**config.mk**
```make
export PLATFORM = sky130hd
export DESIGN_NAME = refcounted_handle_table
export DESIGN_NICKNAME = d
export VERILOG_FILES = /design/src/hdl/rht_pkg.sv /design/src/hdl/refcounted_handle_table.sv /design/src/hdl/rht_ctrl.sv /design/src/hdl/rht_dp.sv
export SDC_FILE = /design/constraint.sdc
export NUM_CORES = 1
export LEC_CHECK = 0
export ABC_AREA = 1
export BUFFER_PORTS_ARGS = -buffer_cell sky130_fd_sc_hd__buf_2
export CORE_MARGIN = 2
export CORE_UTILIZATION = 45
export DETAILED_ROUTE_END_ITERATION = 10
export PLACE_DENSITY = 0.6
export SETUP_SLACK_MARGIN = 0.05
export SYNTH_ARGS = -nofsm -noshare
export SYNTH_HDL_FRONTEND = slang
export SYNTH_SLANG_ARGS = --single-unit
```
**constraint.sdc**
```tcl
create_clock -name clk_i -period 4.5 [get_ports clk_i]
set_clock_uncertainty 0.1 [all_clocks]
set_input_delay 0.9 -clock clk_i [delete_from_list [all_inputs] [get_ports clk_i]]
set_output_delay 0.9 -clock clk_i [all_outputs]
set_load 0.02 [all_outputs]
```
**src/hdl/rht_pkg.sv**
```systemverilog
`timescale 1ns / 1ps
`default_nettype none

package rht_pkg;

  localparam int ENTRIES_DEF = 8;

  localparam logic [1:0] KIND_ALLOC   = 2'd0;
  localparam logic [1:0] KIND_DUP     = 2'd1;
  localparam logic [1:0] KIND_RELEASE = 2'd2;

  localparam logic [2:0] ST_OK      = 3'd0;
  localparam logic [2:0] ST_NOFREE  = 3'd1;
  localparam logic [2:0] ST_NOTUSED = 3'd2;
  localparam logic [2:0] ST_UNDER   = 3'd3;
  localparam logic [2:0] ST_OVER    = 3'd4;

  localparam logic [7:0] COUNT_MAX = 8'hFF;

  typedef struct packed {
    logic [1:0] kind;
    logic [2:0] entry_index;
    logic [7:0] open_mode;
    logic [7:0] inode_id;
  } req_t;

  typedef struct packed {
    logic [2:0] status;
    logic [2:0] result_index;
    logic [7:0] ref_count;
    logic       freed;
    logic [7:0] inode_to_put;
  } rsp_t;

  // controller to datapath
  typedef struct packed {
    logic accept;  // latch request, launch reads
    logic commit;  // update tables, load result word
  } cmd_t;

endpackage

`default_nettype wire

```
**src/hdl/refcounted_handle_table.sv**
```systemverilog
`timescale 1ns / 1ps
`default_nettype none

// channel | valid      | stall       | word
// --------+------------+-------------+-------------------------
// request | in_valid_i | in_stall_o  | in_data_i  (req_t)
// result  | out_valid_o| out_stall_i | out_data_o (rsp_t)
//
// Per request: the accept edge launches the table reads, and a later commit edge
// updates the tables and loads the result register.
// A new request is taken while the previous result still waits; its update
// holds until the result register is free.
// After reset the free stack is full and every entry is unused; no clearing pass.

module refcounted_handle_table #(
  parameter int ENTRIES = rht_pkg::ENTRIES_DEF
) (
  input  wire logic          clk_i,
  input  wire logic          rst_ni,
  input  wire logic          in_valid_i,
  output logic               in_stall_o,
  input  wire rht_pkg::req_t in_data_i,
  output logic               out_valid_o,
  input  wire logic          out_stall_i,
  output rht_pkg::rsp_t      out_data_o
);

  rht_pkg::cmd_t cmd;

  rht_ctrl u_ctrl (
    .clk_i       (clk_i),
    .rst_ni      (rst_ni),
    .in_valid_i  (in_valid_i),
    .in_stall_o  (in_stall_o),
    .out_valid_o (out_valid_o),
    .out_stall_i (out_stall_i),
    .cmd_o       (cmd)
  );

  rht_dp #(
    .ENTRIES (ENTRIES)
  ) u_dp (
    .clk_i      (clk_i),
    .rst_ni     (rst_ni),
    .cmd_i      (cmd),
    .in_data_i  (in_data_i),
    .out_data_o (out_data_o)
  );

endmodule

`default_nettype wire

```
**src/hdl/rht_ctrl.sv**
```systemverilog
`timescale 1ns / 1ps
`default_nettype none

module rht_ctrl (
  input  wire logic          clk_i,
  input  wire logic          rst_ni,
  input  wire logic          in_valid_i,
  output logic               in_stall_o,
  output logic               out_valid_o,
  input  wire logic          out_stall_i,
  output rht_pkg::cmd_t      cmd_o
);

  localparam logic S_IDLE = 1'b0;
  localparam logic S_EXEC = 1'b1;

  logic state_q, state_d;
  logic out_valid_q, out_valid_d;
  logic slot_free;

  assign slot_free   = !out_valid_q || !out_stall_i;
  assign in_stall_o  = (state_q != S_IDLE);
  assign out_valid_o = out_valid_q;

  always_comb begin
    cmd_o.accept = (state_q == S_IDLE) && in_valid_i;
    cmd_o.commit = (state_q == S_EXEC) && slot_free;
  end

  always_comb begin
    state_d = state_q;
    case (state_q)
      S_IDLE: begin
        if (in_valid_i) begin
          state_d = S_EXEC;
        end
      end
      S_EXEC: begin
        if (slot_free) begin
          state_d = S_IDLE;
        end
      end
      default: state_d = S_IDLE;
    endcase
  end

  always_comb begin
    out_valid_d = out_valid_q;
    if (cmd_o.commit) begin
      out_valid_d = 1'b1;
    end else if (!out_stall_i) begin
      out_valid_d = 1'b0;
    end
  end

  always_ff @(posedge clk_i or negedge rst_ni) begin
    if (!rst_ni) begin
      state_q     <= S_IDLE;
      out_valid_q <= 1'b0;
    end else begin
      state_q     <= state_d;
      out_valid_q <= out_valid_d;
    end
  end

endmodule

`default_nettype wire

```
**src/hdl/rht_dp.sv**
```systemverilog
`timescale 1ns / 1ps
`default_nettype none

module rht_dp #(
  parameter int ENTRIES = rht_pkg::ENTRIES_DEF
) (
  input  wire logic          clk_i,
  input  wire logic          rst_ni,
  input  wire rht_pkg::cmd_t cmd_i,
  input  wire rht_pkg::req_t in_data_i,
  output rht_pkg::rsp_t      out_data_o
);

  localparam int IdxW = (ENTRIES > 1) ? $clog2(ENTRIES) : 1;
  localparam int TopW = $clog2(ENTRIES + 1);

  // tables
  logic [IdxW-1:0] stk_mem [ENTRIES];
  logic [7:0]      cnt_mem [ENTRIES];
  logic [7:0]      ino_mem [ENTRIES];

  logic [ENTRIES-1:0] stk_vld_q;  // unwritten stack slot reads as its own index
  logic [ENTRIES-1:0] in_use_q;
  logic [TopW-1:0]    top_q, top_d;

  rht_pkg::req_t   req_q;
  rht_pkg::rsp_t   rsp_q, rsp_d;
  logic [IdxW-1:0] stk_rd_q;
  logic [7:0]      cnt_rd_q;
  logic [7:0]      ino_rd_q;

  logic [IdxW-1:0] rd_idx;
  logic [IdxW-1:0] ie;
  logic [IdxW-1:0] pop_addr;
  logic [IdxW-1:0] push_addr;
  logic [IdxW-1:0] pop_entry;
  logic            idx_ok;
  logic [7:0]      cnt_dec;

  logic            cnt_we;
  logic [IdxW-1:0] cnt_wa;
  logic [7:0]      cnt_wd;
  logic            ino_we;
  logic            stk_we;
  logic            use_set;
  logic            use_clr;
  logic [IdxW-1:0] use_a;

  assign rd_idx    = IdxW'(in_data_i.entry_index);
  assign ie        = IdxW'(req_q.entry_index);
  assign idx_ok    = int'(req_q.entry_index) < ENTRIES;
  assign pop_addr  = (top_q == '0) ? '0 : IdxW'(top_q - TopW'(1));
  assign push_addr = IdxW'(top_q);
  assign pop_entry = stk_vld_q[pop_addr] ? stk_rd_q : pop_addr;
  assign cnt_dec   = cnt_rd_q - 8'd1;

  always_comb begin
    rsp_d   = '0;
    top_d   = top_q;
    cnt_we  = 1'b0;
    cnt_wa  = ie;
    cnt_wd  = '0;
    ino_we  = 1'b0;
    stk_we  = 1'b0;
    use_set = 1'b0;
    use_clr = 1'b0;
    use_a   = ie;
    case (req_q.kind)
      rht_pkg::KIND_ALLOC: begin
        if (top_q == '0) begin
          rsp_d.status = rht_pkg::ST_NOFREE;
        end else begin
          top_d              = top_q - TopW'(1);
          use_set            = 1'b1;
          use_a              = pop_entry;
          cnt_we             = 1'b1;
          cnt_wa             = pop_entry;
          ino_we             = 1'b1;
          rsp_d.status       = rht_pkg::ST_OK;
          rsp_d.result_index = 3'(pop_entry);
        end
      end
      rht_pkg::KIND_DUP, rht_pkg::KIND_RELEASE: begin
        rsp_d.result_index = req_q.entry_index;
        if (!idx_ok || !in_use_q[ie]) begin
          rsp_d.status = rht_pkg::ST_NOTUSED;
        end else if (req_q.kind == rht_pkg::KIND_DUP) begin
          if (cnt_rd_q == rht_pkg::COUNT_MAX) begin
            rsp_d.status    = rht_pkg::ST_OVER;
            rsp_d.ref_count = rht_pkg::COUNT_MAX;
          end else begin
            cnt_we          = 1'b1;
            cnt_wd          = cnt_rd_q + 8'd1;
            rsp_d.status    = rht_pkg::ST_OK;
            rsp_d.ref_count = cnt_rd_q + 8'd1;
          end
        end else if (cnt_rd_q == '0) begin
          rsp_d.status = rht_pkg::ST_UNDER;
        end else begin
          cnt_we          = 1'b1;
          cnt_wd          = cnt_dec;
          rsp_d.status    = rht_pkg::ST_OK;
          rsp_d.ref_count = cnt_dec;
          if (cnt_dec == '0) begin
            use_clr            = 1'b1;
            rsp_d.freed        = 1'b1;
            rsp_d.inode_to_put = ino_rd_q;
            if (int'(top_q) < ENTRIES) begin
              stk_we = 1'b1;
              top_d  = top_q + TopW'(1);
            end
          end
        end
      end
      default: begin
        rsp_d.status       = rht_pkg::ST_NOTUSED;
        rsp_d.result_index = req_q.entry_index;
      end
    endcase
  end

  // request word and registered table reads
  always_ff @(posedge clk_i) begin
    if (cmd_i.accept) begin
      req_q    <= in_data_i;
      stk_rd_q <= stk_mem[pop_addr];
      cnt_rd_q <= cnt_mem[rd_idx];
      ino_rd_q <= ino_mem[rd_idx];
    end
  end

  always_ff @(posedge clk_i) begin
    if (cmd_i.commit) begin
      rsp_q <= rsp_d;
      if (cnt_we) begin
        cnt_mem[cnt_wa] <= cnt_wd;
      end
      if (ino_we) begin
        ino_mem[pop_entry] <= req_q.inode_id;
      end
      if (stk_we) begin
        stk_mem[push_addr] <= ie;
      end
    end
  end

  always_ff @(posedge clk_i or negedge rst_ni) begin
    if (!rst_ni) begin
      top_q     <= TopW'(ENTRIES);
      stk_vld_q <= '0;
      in_use_q  <= '0;
    end else if (cmd_i.commit) begin
      top_q <= top_d;
      if (stk_we) begin
        stk_vld_q[push_addr] <= 1'b1;
      end
      if (use_set) begin
        in_use_q[use_a] <= 1'b1;
      end else if (use_clr) begin
        in_use_q[use_a] <= 1'b0;
      end
    end
  end

  assign out_data_o = rsp_q;

endmodule

`default_nettype wire
```
==> key figures, run 1 <==
Setup path
  • CP Cell Sequence: inv_2, ha_1, nand2_4, nand2_4, nand2_1, nand2_1, nand3_2, nand3_1, nand3_2, nand2_4, inv_2, nor2_2, nand2_1, nor2_1
  • Buf/Inv on CP: 2
  • CP Data Required Time: 4.56 ns
  • CP Capture Point: u_dp.cnt_mem[7][2]
  • CP startpoint kind: flip-flop
  • Worst Path Max Fanout: 14
  • R2r worst-path depth: 14
  • Reg2Reg Setup Slack: 1.05 ns
  • Crit path largest cell delay: 0.59 ns
  • Beginning of the worst register-to-register path: u_dp.top_q[0]
  • Crit path kind: reg -> reg
  • Cell class contributing the biggest share of worst-path delay: simple AND/OR/NAND/NOR gates
  • CP endpoint kind: flip-flop
  • Crit. path cell count: 14
  • CP Launch Point: u_dp.top_q[0]
  • Worst path slowest cell: nor2_1
  • Crit path DAT: 3.51 ns
  • RR Endpoint: u_dp.cnt_mem[7][2]

Drt
  • TritonRoute pass-1 iters: 4
  • Residual DRC count: 0
  • Vias per Instance: 5.11
  • Final WL: 20.1 mm
  • ANT nets after route: 0
  • Initial DRC count: 395
  • Routed len/inst: 16.9 um
  • Via Count: 6,106

Power and ir drop
  • PwrDens: 578 nW/um^2
  • Total power: 0.00643 W
  • Lkg Pwr: 4.17 nW
  • VDD IR-drop max: 0.326 mV

Placement
  • # placed instances: 1,146
  • Post-DP HPWL: 12.8 mm
  • Global placer's final weighted congestion: 0.822
  • I/O Buffers: 41
  • Dpl ws: 1.03 ns

Layout
  • FILL cells: 1,886
  • Final #Nets: 933
  • N_diodes: 0
  • Area Overhead vs Synth: 13.5%
  • Non-Filler Instances: 1,194
  • Share of cells above drive strength 1: 0.148
  • Reg area: 6770 sq um
  • Multi-input gate area: 2640 sq um

Timing
  • Min Tclk post-route: 3.45 ns
  • Final hold violation count: 0
  • Final Max Slew Viols: 0
  • Setup tns final: 0 ns
  • Fmax: 290 MHz
  • Unrepaired setup endpoints after global routing: no
  • Finish-stage setup viols: 0
  • Worst rel slew slack: 0.225
  • Final worst slack: 1.05 ns
  • Period Utilization, post-route: 0.767
  • Least-Margin Pin Slew: 1.16 ns

Clock tree
  • Post-CTS Hold Fix Bufs: 0
  • CTS clk-pin slew, worst paths: 0.06 ns
  • Clock Path Buffers: 3
  • CTS resizes: 0
  • CTS tree: done
  • CTS Sinks: 229
  • Postcts setup bufs: 0
  • CTS HTree Levels: 1
  • Root Buffer: clkbuf_16
  • CTS buffer count: 26
  • Worst-skew pair later-pin latency: 0.53 ns

Synthesis
  • Syn Area/Cell: 11.5 sq um
  • Sequential cell area fraction in the yosys report: 0.691
  • Netlist cell types: 40
  • Mapped Area: 9790 sq um
  • Syn Nets: 884
  • Ys Warns: 0
  • Seq cells post-synth: 229
  • Mapped Cells: 850

Floorplanning
  • I/O pins: 50
  • Die Y-Extent: 152 um
  • Die area: 23,000 sq um
  • Die X: 152 um
  • Initial core utilization: 0.461
  • Core footprint: 21,200 sq um
  • Rows: 53

Min path
  • HP Class: in -> async

GRT
  • First-pass GRT wire length: 32.4 mm
  • Via count of the first global-routing pass: 5,950
  • GRT Residual Overflow: 0
  • GRT Overall Usage: 0.183
  • Largest net degree at the start of global routing: 66
  • Initial antenna violation count: 0

Flow run
  • Max_cap viols: 0

Run status
  • Status: completed
[sequential cells by signal, indices dropped and copies added, names as in the netlist, named ones only]
signal,flops
u_dp.stk_mem,24
u_dp.out_data_o,23
u_dp.ino_mem,64
u_dp.cnt_rd_q,8
u_dp.ino_rd_q,8
u_dp.stk_rd_q,3
u_dp.req_q,10
u_dp.ie,3
u_dp.top_q,4
u_dp.cnt_mem,64
u_ctrl.in_stall_o,1
u_dp.stk_vld_q,8
u_ctrl.out_valid_o,1
[cells in the final DEF, fill, tap and decap left out, types with 2 or more instances in the layout]
cell | netlist | routed
xor2_1 | 10 | 10
nor2_4 | 4 | 5
edfxtp_1 | 207 | 207
nor3_1 | 8 | 8
bufinv_16 | 0 | 2
or2_1 | 4 | 4
clkbuf_16 | 0 | 26
nand3_2 | 4 | 4
nor2_2 | 9 | 9
clkbuf_1 | 25 | 3
clkinvlp_4 | 0 | 2
or2_2 | 6 | 6
nand4_1 | 4 | 4
dfrtp_1 | 21 | 21
a31oi_1 | 20 | 20
inv_1 | 64 | 64
clkinv_1 | 2 | 9
o21ai_0 | 85 | 85
o22ai_1 | 19 | 19
o221ai_1 | 4 | 4
nand2_1 | 82 | 82
buf_2 | 0 | 41
nand2_2 | 8 | 8
a21oi_1 | 15 | 15
buf_4 | 1 | 9
ha_1 | 9 | 9
nand2_4 | 6 | 6
inv_2 | 4 | 4
clkinv_2 | 0 | 6
nor2_1 | 178 | 177
nand3_1 | 33 | 33
o211ai_1 | 4 | 4
[cell families (layout without fill, tap and decap cells)]
logic type | after synthesis | count (layout) | share of synthesized area
XOR/XNOR | 12 | 12 | 0.0115
flip-flops | 229 | 229 | 0.691
adder cells (fa/ha/maj) | 9 | 9 | 0.0115
AO/OA/AOI/OAI | 150 | 150 | 0.0852
buffers and inverters | 100 | 169 | 0.0408
AND/OR/NAND/NOR | 350 | 350 | 0.160
[cells in the mapped netlist (all sizes together)]
cell     number  share of area
clkbuf       25         0.0096
nand3        38          0.023
ha            9          0.011
o21ai        86          0.044
nand4         4         0.0026
clkinv        3         0.0017
a21oi        15         0.0077
buf           4         0.0034
a211oi        1        0.00077
nand3b        1        0.00077
nand2        96          0.043
dfrtp        21          0.054
o2111ai       1        0.00089
xnor2         1        0.00089
dfstp         1         0.0027
o22ai        19          0.012
edfxtp      207           0.63
o211ai        4         0.0031
nor3          8         0.0041
inv          68          0.026
xor2         11          0.011
or2          10         0.0064
nor3b         1        0.00077
a31oi        20          0.013
nor4          1        0.00064
o221ai        4         0.0036
nor2        191          0.079
[report_power, final]
group          internal (W)  total (W)  switching (W)
registers           0.00272    0.00288       0.000161
logic              0.000434    0.00155        0.00111
clock network       0.00117    0.00200       0.000831
[cell type report]
type,count,area share
timing repair buffer,50,0.0245
inverter,71,0.0244
clock inverter,19,0.0141
clock buffer,29,0.0596
multi-input combinational,521,0.238
sequential,229,0.609
tap,275,0.0310
[metrics by stage]
step / area [sq um] / hold WS [ns] / utilization
2_1_floorplan: 9790 / 0.327 / -
4_1_cts: 11100 / 0.248 / 0.524
5_1_grt: 11100 / 0.278 / 0.524
3_3_place_gp: 10300 / 0.344 / 0.485
3_5_place_dp: 10300 / 0.346 / 0.485
6_report: 11100 / 0.255 / 0.524
[layer usage]
| layer | GRT usage | vias up | routed length (um) |
|---|---|---|---|
| met5 | 0 | - | 0 |
| met4 | 0.0542 | 0 | 461 |
| met3 | 0.0320 | 35 | 1130 |
| met2 | 0.290 | 130 | 9040 |
| met1 | 0.261 | 2884 | 9510 |
| li1 | - | 3057 | - |
[worst min path at each step]
stage | startpoint | end | slack [ns] | depth (start not counted)
after floorplan | u_dp.stk_vld_q[0] | u_dp.stk_vld_q[0] | 0.33 | 2
after global placement | u_dp.stk_vld_q[0] | u_dp.stk_vld_q[0] | 0.34 | 2
after detailed placement | u_dp.stk_vld_q[2] | u_dp.stk_vld_q[2] | 0.35 | 2
after CTS | rst_ni | async pin | 0.25 | 1
after global routing | rst_ni | async pin | 0.28 | 1
final | rst_ni | async pin | 0.25 | 1
(Power assumes the default switching activity.)
==> run 2, diff against run 1 <==
clock period = 3.3 ns   (was 4.5 ns; I/O delays follow)
==> key figures, run 2 (synthesis results as in run 1) <==
Timing
  • Finish-stage setup viols: 0
  • Least-Margin Pin Slew: 1.02 ns
  • Final Max Slew Viols: 0
  • Worst rel slew slack: 0.314
  • Unrepaired setup endpoints after global routing: no
  • Period Utilization, post-route: 0.898
  • Setup tns final: 0 ns
  • Final hold violation count: 0
  • Min Tclk post-route: 2.96 ns
  • Final worst slack: 0.336 ns
  • Fmax: 337 MHz

Setup path
  • Crit path DAT: 3.04 ns
  • Worst path slowest cell: dfrtp_1
  • Worst path most repeated cell: nand2_1
  • CP Data Required Time: 3.38 ns
  • CP startpoint kind: flip-flop
  • CP endpoint kind: flip-flop
  • Crit path largest cell delay: 0.53 ns
  • Crit path kind: reg -> reg
  • Worst Path Max Fanout: 8
  • CP Cell Sequence: inv_2, ha_1, or2_1, nand2_4, nor2_1, nand2_1, nand3_2, nand2_2, nand2_1, nand2_1, inv_1, nor2_1, nand2_1, inv_1

Clock tree
  • CTS HTree Levels: 1
  • CTS clk-pin slew, worst paths: 0.06 ns
  • Clock Path Buffers: 3
  • Postcts setup bufs: 0
  • CTS Sinks: 229
  • CTS tree: done
  • CTS resizes: 0
  • Root Buffer: clkbuf_16
  • Worst-skew pair later-pin latency: 0.52 ns
  • Post-CTS Hold Fix Bufs: 0
  • CTS buffer count: 25

Power and ir drop
  • PwrDens: 786 nW/um^2
  • Lkg Pwr: 4.27 nW
  • Sequential Power Share: 0.443
  • Clock share of power: 0.314
  • Switching Fraction: 0.318
  • VDD IR-drop max: 0.353 mV
  • Internal: 0.00603 W
  • Switching pwr: 0.00281 W
  • Gate power share: 0.243

Layout
  • Commonest cells after routing, fill and taps aside: edfxtp_1 (207), nor2_1 (177), o21ai_0 (85), nand2_1 (82), inv_1 (64)
  • Share of cells above drive strength 1: 0.161
  • N_diodes: 0
  • Final #Nets: 948
  • Commonest non-fill, non-tap cell in the layout: edfxtp_1
  • FILL cells: 1,864
  • Reg area: 6770 sq um
  • Largest regs: u_dp.cnt_mem x64, u_dp.ino_mem x64, u_dp.stk_mem x24
  • Area Overhead vs Synth: 14.9%
  • Multi-input gate area: 2640 sq um

GRT
  • Initial antenna violation count: 0
  • GRT Overall Usage: 0.178
  • Via count of the first global-routing pass: 5,915
  • First-pass GRT wire length: 31.6 mm
  • Largest net degree at the start of global routing: 66
  • GRT Residual Overflow: 0

Placement
  • I/O Buffers: 41
  • Post-DP HPWL: 12.7 mm
  • Dpl ws: 0.355 ns
  • Global placer's final weighted congestion: 0.821

Drt
  • Residual DRC count: 0
  • Final WL: 19.9 mm
  • Vias per Instance: 5.07
  • ANT nets after route: 0
  • Routed len/inst: 16.5 um
  • Initial DRC count: 338
  • Via Count: 6,122
  • TritonRoute pass-1 iters: 5

Floorplanning
  • Die Y-Extent: 152 um
  • Core footprint: 21,200 sq um
  • Die X: 152 um
  • Rows: 53
  • I/O pins: 50
  • Die area: 23,000 sq um
  • Initial core utilization: 0.461

Flow run
  • Max_cap viols: 0

Run status
  • Status: completed

Min path
  • HP Class: in -> async
## run 2: cell count changes in the layout (fill, tap and decap cells not counted), sizes merged
cell,delta
buf,+16
clkbuf,+12
clkinv,-12
clkinvlp,-2
## run 2: worst max-delay path, delay by kind of cell, from the launching register on
| family | cells | cell delay (ns) |
|---|---|---|
| fa+ha+maj | 1 | 0.29 |
| simple gates | 10 | 1.20 |
| buf+inv | 3 | 0.49 |
| flops | 1 | 0.53 |
## run 2: area by class of cell
| class | count | area share |
|---|---|---|
| clock inverters | 5 | 0.00734 |
| flip-flops and latches | 229 | 0.601 |
| well taps | 275 | 0.0306 |
| inverters | 71 | 0.0241 |
| repair buffers | 66 | 0.0360 |
| clock buffers | 41 | 0.0662 |
| multi-input cells | 521 | 0.235 |
## run 2: worst paths after layout
check,startpoint,slack (ns),end,depth (start not counted)
setup / recovery,u_dp.top_q[0],0.34,u_dp.ino_mem[4][3],14
hold / removal,rst_ni,0.02,u_dp.stk_vld_q[3],1
setup reg to reg,u_dp.top_q[0],0.34,u_dp.ino_mem[4][3],14
hold reg to reg,u_dp.stk_vld_q[6],0.37,u_dp.stk_vld_q[6],1
max in group asynchronous,rst_ni,2.70,u_dp.top_q[3],1
min in group clk_i,in_data_i[7],0.21,u_dp.req_q[7],1
## run 2: layer usage
| metal | up-vias | global-route usage | routed length, um | part of all wire |
|---|---|---|---|---|
| met5 | - | 0 | 0 | 0 |
| met4 | 0 | 0.0519 | 397 | 0.020 |
| met3 | 30 | 0.0266 | 908 | 0.046 |
| met2 | 128 | 0.282 | 9030 | 0.45 |
| met1 | 2876 | 0.258 | 9560 | 0.48 |
| li1 | 3088 | - | - | - |
## run 2: per-stage QoR
stage	cell area (sq um)	cells	util	total power [W]	hold slack, ns
2_1_floorplan	9790	850	-	0.00548	0.264
3_3_place_gp	10400	1162	0.491	0.00611	0.340
3_5_place_dp	10400	1162	0.491	0.00614	0.349
4_1_cts	11300	1208	0.530	0.00892	0.0182
5_1_grt	11300	1208	0.530	0.00930	0.0398
6_report	11300	1208	0.530	0.00885	0.0160
## run 2: power groups by stage
stage          Clock (W)  Sequential [W]  Combinational [W]
6_report         0.00277         0.00392            0.00215
5_1_grt          0.00294         0.00397            0.00240
4_1_cts          0.00283         0.00392            0.00217
3_5_place_dp           0         0.00398            0.00216
3_3_place_gp           0         0.00398            0.00214
2_1_floorplan          0         0.00405            0.00143
